`config.mk`:
```
export PLATFORM = sky130hd
export DESIGN_NAME = counting_semaphore_wait_queue
export DESIGN_NICKNAME = d
export VERILOG_FILES = /design/src/rtl/csemwq_pkg.sv /design/src/rtl/csemwq_dp.sv /design/src/rtl/csemwq_ctrl.sv /design/src/rtl/counting_semaphore_wait_queue.sv
export VERILOG_INCLUDE_DIRS = /design/src /design/src/rtl
export SDC_FILE = /design/constraint.sdc
export NUM_CORES = 1
export LEC_CHECK = 0
export BUFFER_PORTS_ARGS = -buffer_cell sky130_fd_sc_hd__buf_2
export CAP_MARGIN = 5
export CORE_MARGIN = 1
export CORE_UTILIZATION = 58
export CTS_CLUSTER_DIAMETER = 200
export DETAILED_ROUTE_END_ITERATION = 8
export PLACE_DENSITY = 0.85
export SETUP_SLACK_MARGIN = 0.2
export SLEW_MARGIN = 20
export SYNTH_ARGS = -nofsm -noshare
export SYNTH_HDL_FRONTEND = slang
export SYNTH_SLANG_ARGS = --single-unit
```
`constraint.sdc`:
```
create_clock -name clk -period 4.83 [get_ports clk]
set_clock_uncertainty 0.2 [all_clocks]
set_input_delay 0.483 -clock clk [delete_from_list [all_inputs] [get_ports clk]]
set_output_delay 0.483 -clock clk [all_outputs]
set_load 0.02 [all_outputs]
```
`src/rtl/counting_semaphore_wait_queue_defines.svh`:
```
// Assertion macros for the counting semaphore wait queue
`ifndef COUNTING_SEMAPHORE_WAIT_QUEUE_DEFINES_SVH
`define COUNTING_SEMAPHORE_WAIT_QUEUE_DEFINES_SVH

`ifndef SYNTHESIS

`define CSEMWQ_ASSERT(lbl, clk, rst_n, prop) \
  lbl: assert property (@(posedge clk) disable iff (!rst_n) prop) \
    else $error("csemwq assertion failed");

`define CSEMWQ_NEVER(lbl, clk, rst_n, expr) \
  lbl: assert property (@(posedge clk) disable iff (!rst_n) !(expr)) \
    else $error("csemwq forbidden condition");

`else

`define CSEMWQ_ASSERT(lbl, clk, rst_n, prop)

`define CSEMWQ_NEVER(lbl, clk, rst_n, expr)

`endif

`endif

```
`src/rtl/csemwq_pkg.sv`:
```
// Shared constants, codes and controller/datapath interface types
package csemwq_pkg;

  localparam int QUEUE_DEPTH = 16;
  localparam int ID_BITS     = 8;
  localparam int COUNT_BITS  = 16;
  localparam int PTR_BITS    = $clog2(QUEUE_DEPTH);
  localparam int FILL_BITS   = $clog2(QUEUE_DEPTH + 1);

  typedef enum logic [1:0] {
    OP_DOWN   = 2'd0,
    OP_UP     = 2'd1,
    OP_REINIT = 2'd2
  } op_e_t;

  typedef enum logic [2:0] {
    ST_GRANTED     = 3'd0,
    ST_QUEUED      = 3'd1,
    ST_RAISED      = 3'd2,
    ST_HANDED      = 3'd3,
    ST_QUEUE_FULL  = 3'd4,
    ST_OVERFLOW    = 3'd5,
    ST_REINIT_DONE = 3'd6,
    ST_REINIT_REF  = 3'd7
  } status_e_t;

  typedef enum logic [2:0] {
    ACT_NONE   = 3'd0,
    ACT_TAKE   = 3'd1,
    ACT_ENQ    = 3'd2,
    ACT_RAISE  = 3'd3,
    ACT_DEQ    = 3'd4,
    ACT_RELOAD = 3'd5
  } act_e_t;

  typedef struct packed {
    logic      load;
    logic      exec;
    act_e_t    action;
    status_e_t status;
  } dp_cmd_t;

  typedef struct packed {
    logic count_zero;
    logic count_max;
    logic q_empty;
    logic q_full;
  } dp_stat_t;

endpackage

```
`src/rtl/csemwq_dp.sv`:
```
// Datapath: unit count, wait queue memory and pointers, result register
`include "counting_semaphore_wait_queue_defines.svh"

module csemwq_dp (
  input  logic                                clk,
  input  logic                                rst_n,
  input  csemwq_pkg::dp_cmd_t                 cmd,
  output csemwq_pkg::dp_stat_t                st,
  input  logic [csemwq_pkg::ID_BITS-1:0]      in_tid,
  input  logic [csemwq_pkg::COUNT_BITS-1:0]   init_count,
  output logic [2:0]                          res_status,
  output logic [csemwq_pkg::ID_BITS-1:0]      res_woken,
  output logic [csemwq_pkg::COUNT_BITS-1:0]   res_count,
  output logic [csemwq_pkg::FILL_BITS-1:0]    res_fill
);
  import csemwq_pkg::*;

  logic [ID_BITS-1:0]    mem [QUEUE_DEPTH];
  logic [ID_BITS-1:0]    tid_r;
  logic [ID_BITS-1:0]    rd_r;
  logic [COUNT_BITS-1:0] count_r, count_nxt;
  logic [PTR_BITS-1:0]   head_r, head_nxt;
  logic [PTR_BITS-1:0]   tail_r, tail_nxt;
  logic [FILL_BITS-1:0]  fill_r, fill_nxt;
  logic [2:0]            status_r;
  logic [ID_BITS-1:0]    woken_r;
  logic [COUNT_BITS-1:0] rcount_r;
  logic [FILL_BITS-1:0]  rfill_r;

  function automatic logic [PTR_BITS-1:0] next_pos(input logic [PTR_BITS-1:0] p);
    return (p == PTR_BITS'(QUEUE_DEPTH - 1)) ? '0 : p + 1'b1;
  endfunction

  assign st.count_zero = (count_r == '0);
  assign st.count_max  = (count_r == '1);
  assign st.q_empty    = (fill_r == '0);
  assign st.q_full     = (fill_r == FILL_BITS'(QUEUE_DEPTH));

  always_comb begin
    count_nxt = count_r;
    head_nxt  = head_r;
    tail_nxt  = tail_r;
    fill_nxt  = fill_r;
    case (cmd.action)
      ACT_TAKE:   count_nxt = count_r - 1'b1;
      ACT_RAISE:  count_nxt = count_r + 1'b1;
      ACT_RELOAD: count_nxt = init_count;
      ACT_ENQ: begin
        tail_nxt = next_pos(tail_r);
        fill_nxt = fill_r + 1'b1;
      end
      ACT_DEQ: begin
        head_nxt = next_pos(head_r);
        fill_nxt = fill_r - 1'b1;
      end
      default: ;
    endcase
  end

  always_ff @(posedge clk) begin
    if (!rst_n) begin
      count_r <= '0;
      head_r  <= '0;
      tail_r  <= '0;
      fill_r  <= '0;
    end else if (cmd.exec) begin
      count_r <= count_nxt;
      head_r  <= head_nxt;
      tail_r  <= tail_nxt;
      fill_r  <= fill_nxt;
    end
  end

  always_ff @(posedge clk) begin
    if (cmd.exec && cmd.action == ACT_ENQ) begin
      mem[tail_r] <= tid_r;
    end
    if (cmd.load) begin
      rd_r  <= mem[head_r];
      tid_r <= in_tid;
    end
  end

  always_ff @(posedge clk) begin
    if (cmd.exec) begin
      status_r <= cmd.status;
      woken_r  <= (cmd.action == ACT_DEQ) ? rd_r : '0;
      rcount_r <= count_nxt;
      rfill_r  <= fill_nxt;
    end
  end

  assign res_status = status_r;
  assign res_woken  = woken_r;
  assign res_count  = rcount_r;
  assign res_fill   = rfill_r;

  `CSEMWQ_NEVER(a_fill_bound, clk, rst_n, fill_r > FILL_BITS'(QUEUE_DEPTH))
  `CSEMWQ_ASSERT(a_take_dec, clk, rst_n,
    (cmd.exec && cmd.action == ACT_TAKE) |=> (count_r == $past(count_r) - 1'b1))
  `CSEMWQ_ASSERT(a_enq_fill, clk, rst_n,
    (cmd.exec && cmd.action == ACT_ENQ) |=> (fill_r == $past(fill_r) + 1'b1))

endmodule

```
`src/rtl/csemwq_ctrl.sv`:
```
// Controller: request handshake, sequencing and action decode
`include "counting_semaphore_wait_queue_defines.svh"

module csemwq_ctrl (
  input  logic                  clk,
  input  logic                  rst_n,
  input  logic                  in_tvalid,
  output logic                  in_tready,
  input  logic [1:0]            in_op,
  output logic                  out_tvalid,
  input  logic                  out_tready,
  input  csemwq_pkg::dp_stat_t  st,
  output csemwq_pkg::dp_cmd_t   cmd
);
  import csemwq_pkg::*;

  typedef enum logic [1:0] {
    S_IDLE = 2'b01,
    S_EXEC = 2'b10
  } state_t;

  state_t state_r, state_nxt;
  op_e_t  op_r;
  logic   out_valid_r;
  logic   accept;

  assign in_tready  = (state_r == S_IDLE) && (!out_valid_r || out_tready);
  assign accept     = in_tvalid && in_tready;
  assign out_tvalid = out_valid_r;

  always_comb begin
    state_nxt = state_r;
    case (state_r)
      S_IDLE:  if (accept) state_nxt = S_EXEC;
      S_EXEC:  state_nxt = S_IDLE;
      default: state_nxt = S_IDLE;
    endcase
  end

  always_comb begin
    cmd.load   = accept;
    cmd.exec   = (state_r == S_EXEC);
    cmd.action = ACT_NONE;
    cmd.status = ST_REINIT_REF;
    case (op_r)
      OP_DOWN: begin
        if (!st.count_zero) begin
          cmd.action = ACT_TAKE;
          cmd.status = ST_GRANTED;
        end else if (st.q_full) begin
          cmd.status = ST_QUEUE_FULL;
        end else begin
          cmd.action = ACT_ENQ;
          cmd.status = ST_QUEUED;
        end
      end
      OP_UP: begin
        if (!st.q_empty) begin
          cmd.action = ACT_DEQ;
          cmd.status = ST_HANDED;
        end else if (st.count_max) begin
          cmd.status = ST_OVERFLOW;
        end else begin
          cmd.action = ACT_RAISE;
          cmd.status = ST_RAISED;
        end
      end
      OP_REINIT: begin
        if (st.q_empty) begin
          cmd.action = ACT_RELOAD;
          cmd.status = ST_REINIT_DONE;
        end
      end
      default: ;
    endcase
  end

  always_ff @(posedge clk) begin
    if (!rst_n) begin
      state_r     <= S_IDLE;
      out_valid_r <= 1'b0;
    end else begin
      state_r <= state_nxt;
      if (state_r == S_EXEC) begin
        out_valid_r <= 1'b1;
      end else if (out_tready) begin
        out_valid_r <= 1'b0;
      end
    end
  end

  always_ff @(posedge clk) begin
    if (accept) begin
      op_r <= op_e_t'(in_op);
    end
  end

  `CSEMWQ_ASSERT(a_accept_exec, clk, rst_n, accept |=> (state_r == S_EXEC))
  `CSEMWQ_ASSERT(a_exec_result, clk, rst_n, (state_r == S_EXEC) |=> out_valid_r)
  `CSEMWQ_NEVER(a_exec_blocked, clk, rst_n, (state_r == S_EXEC) && out_valid_r)
  `CSEMWQ_NEVER(a_enq_full, clk, rst_n, cmd.exec && cmd.action == ACT_ENQ && st.q_full)
  `CSEMWQ_NEVER(a_deq_empty, clk, rst_n, cmd.exec && cmd.action == ACT_DEQ && st.q_empty)

endmodule

```
`src/rtl/counting_semaphore_wait_queue.sv`:
```
// Top level: counting semaphore with FIFO wait queue of blocked thread ids
//
//   channel  direction  handshake            payload
//   in       slave      in_tvalid/in_tready  opcode, thread_id
//   out      master     out_tvalid/out_tready status, woken_thread, count_now, waiters_now
//   cfg      APB        cfg_psel/cfg_penable initial_count at byte address 0
//
// A new request is taken only once the last one has executed: the accept cycle latches the request and reads the
// head entry of the wait queue memory, the execute cycle updates count and pointers
// and loads the output register. Reset is synchronous with no clearing pass; the
// queue memory holds no reset value. While a result waits with out_tready low, no
// new request is taken.
module counting_semaphore_wait_queue (
  input  logic        clk,
  input  logic        rst_n,
  input  logic        in_tvalid,
  output logic        in_tready,
  input  logic [7:0]  in_tdata,    // [7:0] thread_id
  input  logic [1:0]  in_tuser,    // [1:0] opcode
  output logic        out_tvalid,
  input  logic        out_tready,
  output logic [31:0] out_tdata,   // [7:0] woken_thread, [23:8] count_now, [28:24] waiters_now
  output logic [2:0]  out_tuser,   // [2:0] status
  input  logic        cfg_psel,
  input  logic        cfg_penable,
  input  logic        cfg_pwrite,
  input  logic [2:0]  cfg_paddr,
  input  logic [31:0] cfg_pwdata,
  output logic [31:0] cfg_prdata,
  output logic        cfg_pready
);
  import csemwq_pkg::*;

  localparam logic CFG_IDX_INIT = 1'b0;

  dp_cmd_t               cmd;
  dp_stat_t              st;
  logic [COUNT_BITS-1:0] init_r;
  logic [ID_BITS-1:0]    woken;
  logic [COUNT_BITS-1:0] count_now;
  logic [FILL_BITS-1:0]  fill_now;
  logic                  cfg_wr;

  assign cfg_pready = 1'b1;
  assign cfg_wr     = cfg_psel && cfg_penable && cfg_pwrite && cfg_pready;

  always_ff @(posedge clk) begin
    if (!rst_n) begin
      init_r <= '0;
    end else if (cfg_wr && cfg_paddr[2] == CFG_IDX_INIT) begin
      init_r <= cfg_pwdata[COUNT_BITS-1:0];
    end
  end

  assign cfg_prdata = (cfg_paddr[2] == CFG_IDX_INIT) ? 32'(init_r) : '0;

  csemwq_ctrl u_ctrl (
    .clk        (clk),
    .rst_n      (rst_n),
    .in_tvalid  (in_tvalid),
    .in_tready  (in_tready),
    .in_op      (in_tuser),
    .out_tvalid (out_tvalid),
    .out_tready (out_tready),
    .st         (st),
    .cmd        (cmd)
  );

  csemwq_dp u_dp (
    .clk        (clk),
    .rst_n      (rst_n),
    .cmd        (cmd),
    .st         (st),
    .in_tid     (in_tdata),
    .init_count (init_r),
    .res_status (out_tuser),
    .res_woken  (woken),
    .res_count  (count_now),
    .res_fill   (fill_now)
  );

  assign out_tdata = {3'b000, fill_now, count_now, woken};

endmodule
```
; After elaboration in Yosys (flattened, before gate mapping)
; Memory sizes are Yosys's and may differ from the RTL's. A register that Yosys moved wholly into a read port is not among the register bits.
; Cells that the tools add are included.
[word_totals]
ramBits = 128
input_bits = 52
memories = 1
output_inout_bits = 70
reg_bits = 90
wordCells = 66
[mem_list]
columns = name, depth, width, rd, rd_clocked_by_memory_dff, write_ports, line
row1 = u_dp.mem, 16, 8, 1, 1, 1, csemwq_dp.sv:18  ; logic [ID_BITS-1:0] mem [QUEUE_DEPTH];
[op_classes]
bitwise = 1
addsub = 6
muxes = 17
n_reduce_logical = 15
eq_ne = 13
[op_table]
columns = cell, n
row1 = 16-bit case mux with 3 select lines, 1
row2 = 6-bit two-way mux, 3
row3 = 6-bit case mux with 3 select lines, 1
row4 = "16-bit by 1-bit adder with 16-bit output, second input constant", 1
row5 = "16-bit equality test, second input constant", 1
row6 = 16-bit zero test, 1
row7 = 16-bit two-way mux, 1
row8 = "16-bit by 1-bit subtractor with 16-bit output, second input constant", 1
row9 = 5-bit case mux with 2 select lines, 1
row10 = "4-bit by 1-bit adder with 4-bit output, second input constant", 2
row11 = "4-bit equality test, second input constant", 2
row12 = 4-bit two-way mux, 2
row13 = "3-bit by 2-bit equality test with 1-bit output, second input constant", 2
row14 = "3-bit equality test, second input constant", 2
row15 = 1-bit logical AND, 6
row16 = 3-bit two-way mux, 2
row17 = 2-bit AND reduction, 3
row18 = "5-bit by 1-bit adder with 5-bit output, second input constant", 1
row19 = "5-bit equality test, second input constant", 1
row20 = 5-bit zero test, 1
row21 = "5-bit by 1-bit subtractor with 5-bit output, second input constant", 1
row22 = "2-bit by 1-bit equality test with 1-bit output, second input constant", 2
row23 = "2-bit equality test, second input constant", 2
row24 = 1-bit two-way mux, 4
row25 = 7 further kinds, 8

; Logic depth before layout (Yosys ltp)
; Gate-level depths: netlist (run 1).
[logic_depth]
word_depth = 8
mapped_depth = 13
mapped_depth_nobuf = 11

; By module
; Synthesis (run 1) repeated with hierarchy kept, for this count alone.
[unflattened]
hier_cells = 708
hier_area_um2 = 10128.5
[by_module_without_submodules]
columns = module, cells_each, instances, seq_area_each_um2, area_per_inst_um2
row1 = csemwq_dp, 570, 1, 5865.6, 8892.3
row2 = counting_semaphore_wait_queue, 109, 1, 320.3, 929.6
row3 = csemwq_ctrl, 29, 1, 120.1, 306.5

; Worst setup path before layout (run 1)
; OpenSTA, ideal clock, no wires.
[synth_path]
kind = reg-to-reg
start = register u_dp.fill_r[0]
end = register u_dp.rcount_r[10], in the netlist u_dp.res_count[10], data pin
period_less_slack_ns = 3.775
path_slack_ns = 1.055
required_ns = 4.365
stages_incl_launch_ff = 12
n_path_buf = 0
setup_ns = 0.265
t_arrival_ns = 3.310
path_cell_list = dfxtp_1 nor4_4 nand2_2 nor3_4 inv_1 fa_1 a211oi_1 o21ai_0 a311oi_1 xnor2_1 a222oi_1 inv_1
[synth_via]
elab_chain_len = 6
word_cells_on_any_way = 11
classes_between = eq/ne: 4 / mux: 6 / reduce/logical: 1
[synth_lines]
columns = item, line
row1 = start: declaration, csemwq_dp.sv:24  ; logic [FILL_BITS-1:0] fill_r, fill_nxt;
row2 = start signal: assignment, csemwq_dp.sv:70  ; fill_r <= fill_nxt;
row3 = 5-bit equality test, csemwq_dp.sv:37  ; assign st.q_full = (fill_r == FILL_BITS'(QUEUE_DEPTH));
row4 = 2-bit two-way mux, csemwq_ctrl.sv:50  ; end else if (st.q_full) begin
row5 = 6-bit two-way mux, csemwq_ctrl.sv:47  ; if (!st.count_zero) begin
row6 = 6-bit case mux with 3 select lines *, csemwq_ctrl.sv:45  ; case (op_r)
row7 = 3-bit equality test (tied with other cells), csemwq_dp.sv:44  ; case (cmd.action)
row8 = 16-bit case mux with 3 select lines *, csemwq_dp.sv:44
row9 = named net u_dp.count_nxt[10], csemwq_dp.sv:21  ; logic [COUNT_BITS-1:0] count_r, count_nxt;
row10 = end signal: assignment, csemwq_dp.sv:88  ; rcount_r <= count_nxt;
row11 = end: declaration, csemwq_dp.sv:27  ; logic [COUNT_BITS-1:0] rcount_r;
; The timed path passes the listed nets; every way through them passes the cells marked *.
; A chain may end at the register's enable or synchronous reset.

; Final worst setup path (run 1)
[layout_path]
start = register u_dp.fill_r[3]
end = register u_dp.rcount_r[10], in the netlist u_dp.res_count[10], data pin
; Same word-level chain as after synthesis.

==> results of run 1 <==
-- sequential cells by signal, indices dropped and copies added (netlist names), 5 cells and up --
| register | cells |
|---|---|
| u_dp.mem | 128 |
| init_r | 16 |
| u_dp.count_r | 16 |
| u_dp.res_count | 16 |
| u_dp.rd_r | 8 |
| u_dp.res_woken | 8 |
| u_dp.tid_r | 8 |
| u_dp.fill_r | 5 |
| u_dp.res_fill | 5 |
-- cell type report --
| class | count | area share (%) |
|---|---|---|
| sequential | 226 | 55.1 |
| multi-input combinational | 423 | 29.6 |
| clock buffer | 38 | 6.24 |
| timing repair buffer | 107 | 5.44 |
| tap | 220 | 2.40 |
| inverter | 19 | 0.656 |
| clock inverter | 4 | 0.557 |
-- layer usage --
layer | global-route usage [%] | wire (um) | vias up
li1 | - | - | 2857
met1 | 33.2 | 8520 | 3221
met2 | 45.5 | 11700 | 417
met3 | 4.79 | 2050 | 64
met4 | 10.9 | 779 | 0
met5 | 0 | 0 | -
-- worst max-delay path, delay by kind of cell, from the launching register on --
kind	cells	cell delay (ps)
XOR/XNOR	1	130
buffers and inverters	2	410
flip-flops	1	370
AO/OA/AOI/OAI	4	1540
adder cells (fa/ha/maj)	1	540
AND/OR/NAND/NOR	3	1040
-- metrics by stage --
step | instances | cell area (sq um) | total power (W)
6_report | 1037 | 11400 | 0.00422
5_1_grt | 1037 | 11400 | 0.00432
4_1_cts | 1032 | 11400 | 0.00421
3_5_place_dp | 979 | 10500 | 0.00244
3_3_place_gp | 979 | 10500 | 0.00242
2_1_floorplan | 718 | 10100 | 0.00238
-- final timing paths --
| path | startpoint | end | slack [ps] | cells past startpoint |
|---|---|---|---|---|
| setup / recovery | u_dp.fill_r[3] | u_dp.res_count[10] | 350 | 11 |
| setup reg to reg | u_dp.fill_r[3] | u_dp.res_count[10] | 350 | 11 |
| hold reg to reg | init_r[9] | init_r[9] | 280 | 2 |
| hold / removal | cfg_pwdata[5] | init_r[5] | 2 | 3 |
-- power groups by stage --
stage | Sequential (W) | Clock, W | Combinational [W]
detailed placement | 0.00220 | 0 | 0.000238
global placement | 0.00219 | 0 | 0.000228
floorplan | 0.00219 | 0 | 0.000187
CTS | 0.00216 | 0.00180 | 0.000251
finish | 0.00216 | 0.00180 | 0.000264
global route | 0.00216 | 0.00188 | 0.000283
-- cell families (layout without fill, tap and decap cells) --
family | count (synthesis) | count (layout) | share of synthesized area [%]
xor gates and xnor gates | 14 | 14 | 1.23
DFF | 226 | 226 | 63.1
other | 2 | 20 | 0.0751
buffers and inverters | 69 | 168 | 3.79
AOI/OAI and AO/OA | 129 | 129 | 8.95
muxes | 45 | 45 | 9.54
and+or+nand+nor | 191 | 191 | 10.2
adders and majority gates | 24 | 24 | 3.15
-- cells in the final DEF (no fill, tap or decap), types with 6 or more instances in the layout --
cell type / synthesis / routed
clkbuf_16: 0 / 25
o211a_1: 6 / 6
and2_1: 11 / 10
conb_1: 2 / 20
a21oi_1: 33 / 33
o21ai_0: 25 / 25
a211oi_1: 7 / 7
nor2_1: 32 / 32
a31oi_1: 8 / 8
nand3_1: 10 / 10
nor2b_1: 21 / 21
nand2_1: 63 / 63
nor3_1: 9 / 9
buf_4: 20 / 13
edfxtp_1: 178 / 178
dfxtp_1: 48 / 47
clkbuf_1: 19 / 9
dlygate4sd3_1: 1 / 11
nand2b_1: 9 / 9
mux4_2: 40 / 40
ha_1: 22 / 22
inv_1: 18 / 16
buf_2: 2 / 83
xnor2_1: 11 / 11
-- what timing repair did --
item,CTS,global route
resized for setup,0,2
endpoints found under the hold margin,11,0
endpoints found under the setup margin,0,4
buffers inserted,0,5
hold buffers,11,0
==> metrics, run 1 <==
fin crit period=4480 ps; Post-synth top cells=edfxtp_1 (178), nand2_1 (63), dfxtp_1 (48), mux4_2 (40), a21oi_1 (33); Slew Limit Fails=0; PwrDens=369 nW/um^2; ANT nets after route=0; Sink Count=226; Yosys top cell by area=edfxtp_1; layout cells sized above 1=24.2%; hold slack=2.26 ps; post-synthesis cell count=700; RSZ-0062 raised after global routing=false; switch share=22.0%; worst slack, placed=436 ps; clk slew on worst S/H paths=60 ps; max incr delay on CP=540 ps; share of the synthesized area in the top cell type=53.5%; gr usage total=26.5%; Crit path arrival time=4550 ps; P_sw=0.000927 W; global-route wire length before repair=35500 um; initial core utilization=59.9%; Post-Route Utilization=68.5%; via count=6559; average size of a mapped cell=14.3 sq um; overflow left after global routing=0; drt pass-1 iters=5; Peak VDD IR=0.000302 V; WS Path Type=reg -> reg; Async SR Flop Fraction=0%; Combinational Power Share=6.2%; Final Cycle Share=92.8%; # DRC=0; final wirelength=23000 um; Internal Power=0.00329 W; Core ar.=16700 sq um; post-synthesis sequential area ratio=63.1%; row count=47; register area=6310 sq um; worst-path cell chain=nor4_4 > nand2_2 > nor3_4 > clkinvlp_4 > fa_1 > a211oi_1 > o21ai_0 > a311oi_1 > xnor2_1 > a222oi_1 > inv_1; top-count cell post-synth=edfxtp_1; Die Y-Extent=133 um; Die W=133 um; Slew HR=34.0%; # IOs=122; top_reg_cell synth=edfxtp_1; H-Tree Level Count=1; Avg WL per Cell=22.2 um; startpoint types=flip-flop; vias in the first global route=6554; Yosys reg bits=226; CTS tree=done; f_max=223 MHz; setup_tns=0 ps; Ys Warns=0; dpl hpwl=14600 um; critical path required time=4890 ps; fill count=1051; number of antenna violations at the first check in global routing=0; max cap viols=0; status=finished, final reports clean; largest net degree at the start of global routing=43; DIE AREA=17800 sq um; CP Max Fanout=8; worst min-delay path class=in -> reg; Max stage delay cell, worst path=fa_1; Worst Tran Pin Value=984 ps; clk_lat worst skew=520 ps; layout net count=876; area taken by multi-input logic gates=3390 sq um; Placer Congestion=0.867; setup ws final=346 ps; sequential power share=51.1%; clock buffer count from CTS=23; clock tree buffer depth=3; Setup Viol. Count Final=0; capturing element type of the critical path=flip-flop; Post-synth EDFFs=178; Syn Std Cell Area=10000 sq um; Synth cell types=76; root buf cell=clkbuf_16; final hold viol count=0; P_leak=4.12 nW; Area Overhead vs Synth=14.5%; n_diodes=0; Port Buf Inserts=83; power share of the clock group=42.6%; DR iter-0 viols=638; ranking of synthesized cells by area=edfxtp_1 (53%), dfxtp_1 (9.6%), mux4_2 (9.0%); drt via density=6.32
(Power assumes the default switching activity.)
==> inputs of run 2 (changes only) <==
Settings changed: CORE_ASPECT_RATIO from default to 1.4.
==> metrics, run 2 (synthesis results as in run 1) <==
DIE AREA=17800 sq um (about the same); hold depth=3 (unchanged); Worst Tran Pin Value=1050 ps (+61.8 ps); worst slack, placed=567 ps (+131 ps); Placer Congestion=0.950 (+9.6%); Metal-1 WL=7990 um (-6.3%); clk slew on worst S/H paths=60 ps (about the same); Biggest register=u_dp.mem; fin crit period=4290 ps (-190 ps); gr usage total=25.4% (-1.1 points); Crit path arrival time=4340 ps (-210 ps); Sink Count=226 (unchanged); clock buffer count from CTS=21 (-8.7%); via count=6374 (-2.8%); Peak VDD IR=0.000313 V (+3.6%); WP buf/inv=2 (unchanged); delay-heaviest family, CP=compound AO/OA/AOI/OAI gates; WS Path Type=reg -> reg; Core ar.=16800 sq um (+0.69%); n_diodes=0 (unchanged); layout cells sized above 1=23.6% (-0.63 points); Setup Viol. Count Final=0 (unchanged); Final Cycle Share=88.9% (-3.9 points); Area Overhead vs Synth=13.1%; overflow left after global routing=0 (unchanged); critical path required time=4880 ps (about the same); uppermost layer routed=met4; final hold viol count=0 (unchanged); clock tree buffer depth=3 (unchanged); DR iter-0 viols=556 (-13%); dpl hpwl=14900 um (+2.4%); row count=56 (+19%); Slew Limit Fails=0 (unchanged); Die Y-Extent=157 um (+18%); CTS tree=done; commonest cells after routing, fill and taps aside=edfxtp_1 (178), buf_2 (83), nand2_1 (63); startpoint types=flip-flop; root buf cell=clkbuf_16; vias in the first global route=6600 (+0.70%); drt via density=6.30 (-0.42%); layout net count=870 (-0.68%); largest net degree at the start of global routing=37 (-14%); R2R Setup Slk=540 ps (+190 ps); hold_sp=cfg_pwdata[2]; setup ws final=536 ps (+190 ps); H-Tree Level Count=1 (unchanged); crit-path most repeated cell=inv_1; P_leak=4.07 nW (-1.3%); Final Non-Filler Cells=1012 (-2.4%); f_max=233 MHz (+4.4%); initial core utilization=59.4% (-0.41 points); worst-path cell chain=nor4_4 > nand2_2 > nor3_4 > inv_1 > fa_1 > a211oi_1 > o21ai_0 > a311oi_2 > xnor2_1 > a222oi_1 > inv_1; global-route wire length before repair=34300 um (-3.6%); most common cell after layout, fill and taps aside=edfxtp_1; Slew HR=30.3% (-3.7 points); # DRC=0 (unchanged); Avg WL per Cell=21.9 um (-1.3%); placed insts=964 (-1.5%); WL met2=12000 um (+3.2%); number of antenna violations at the first check in global routing=0 (unchanged); WL met3=1100 um (-46%); worst r2r dst=u_dp.res_count[10]; setup_tns=0 ps (unchanged); capturing element type of the critical path=flip-flop; ANT nets after route=0 (unchanged); max cap viols=0 (unchanged); worst min-delay path class=in -> reg; Worst Hold Endpoint=init_r[2]; fill count=1090 (+3.7%); Port Buf Inserts=83 (unchanged); Die W=113 um (-15%); # IOs=122 (unchanged); Max stage delay cell, worst path=fa_1; final wirelength=22200 um (-3.6%); r2r startpoint=u_dp.fill_r[0]; drt pass-1 iters=5 (unchanged); status=finished, final reports clean; max reg flops=128 (unchanged); reg2reg path depth=11 (unchanged); # Post-CTS Setup Buffers=0 (unchanged); PwrDens=360 nW/um^2 (-2.4%); RSZ-0062 raised after global routing=true; max incr delay on CP=510 ps (-30 ps); clk_lat worst skew=500 ps (-20 ps); CP Max Fanout=7 (-1)
## run 2: cell type report
| cell class | instances | area, sq um | share of cell area, % |
|---|---|---|---|
| tap | 203 | 254 | 2.25 |
| sequential | 226 | 6310 | 55.8 |
| inverter | 19 | 71.3 | 0.631 |
| timing repair buffer | 103 | 591 | 5.22 |
| clock buffer | 28 | 593 | 5.25 |
| multi-input combinational | 423 | 3390 | 30.0 |
| clock inverter | 10 | 98.8 | 0.874 |
## run 2: per-stage QoR
step,power [W],hold slack (ps),area [sq um],utilization [%]
CTS,0.00408,11.3,11300,67.2
global placement,0.00242,262,10500,62.5
global route,0.00417,30.3,11300,67.2
detailed placement,0.00243,267,10500,62.5
finish,0.00407,18.6,11300,67.2
floorplan,0.00238,244,10100,-
## run 2: power breakdown
group | internal, W | leakage [nW] | switching (W) | total (W)
clock network | 0.000970 | 0.341 | 0.000687 | 0.00166
logic | 0.0000910 | 1.71 | 0.000161 | 0.000252
registers | 0.00213 | 2.01 | 0.0000309 | 0.00216
## run 2: layer usage
layer	vias up	global-route usage (%)
met1	3169	27.6
met4	0	12.7
li1	2834	-
met2	293	48.2
met5	-	0
met3	78	3.47
## run 2: repair_timing
item,CTS,global route
hold buffers,10,0
setup endpoints to repair,0,2
resized for setup,0,2
hold endpoints to repair,10,0
## run 2: worst register-to-register path, stage by stage, from the launching register on
cell	delay (ps)
dfxtp_1	380
nor4_4	490
nand2_2	200
nor3_4	380
inv_1	200
fa_1	510
a211oi_1	380
o21ai_0	300
a311oi_2	410
xnor2_1	140
a222oi_1	390
inv_1	70
## run 2: how the worst max path moves through the flow
stage               slack (ps)                  to           start  cells past startpoint
floorplan                 1050  u_dp.res_count[10]  u_dp.fill_r[0]                     11
global placement           650  u_dp.res_count[10]  u_dp.fill_r[0]                     11
detailed placement         570  u_dp.res_count[10]  u_dp.fill_r[0]                     11
CTS                        550  u_dp.res_count[10]  u_dp.fill_r[0]                     11
global route               160  u_dp.res_count[14]  u_dp.fill_r[0]                     12
finish                     540  u_dp.res_count[10]  u_dp.fill_r[0]                     11
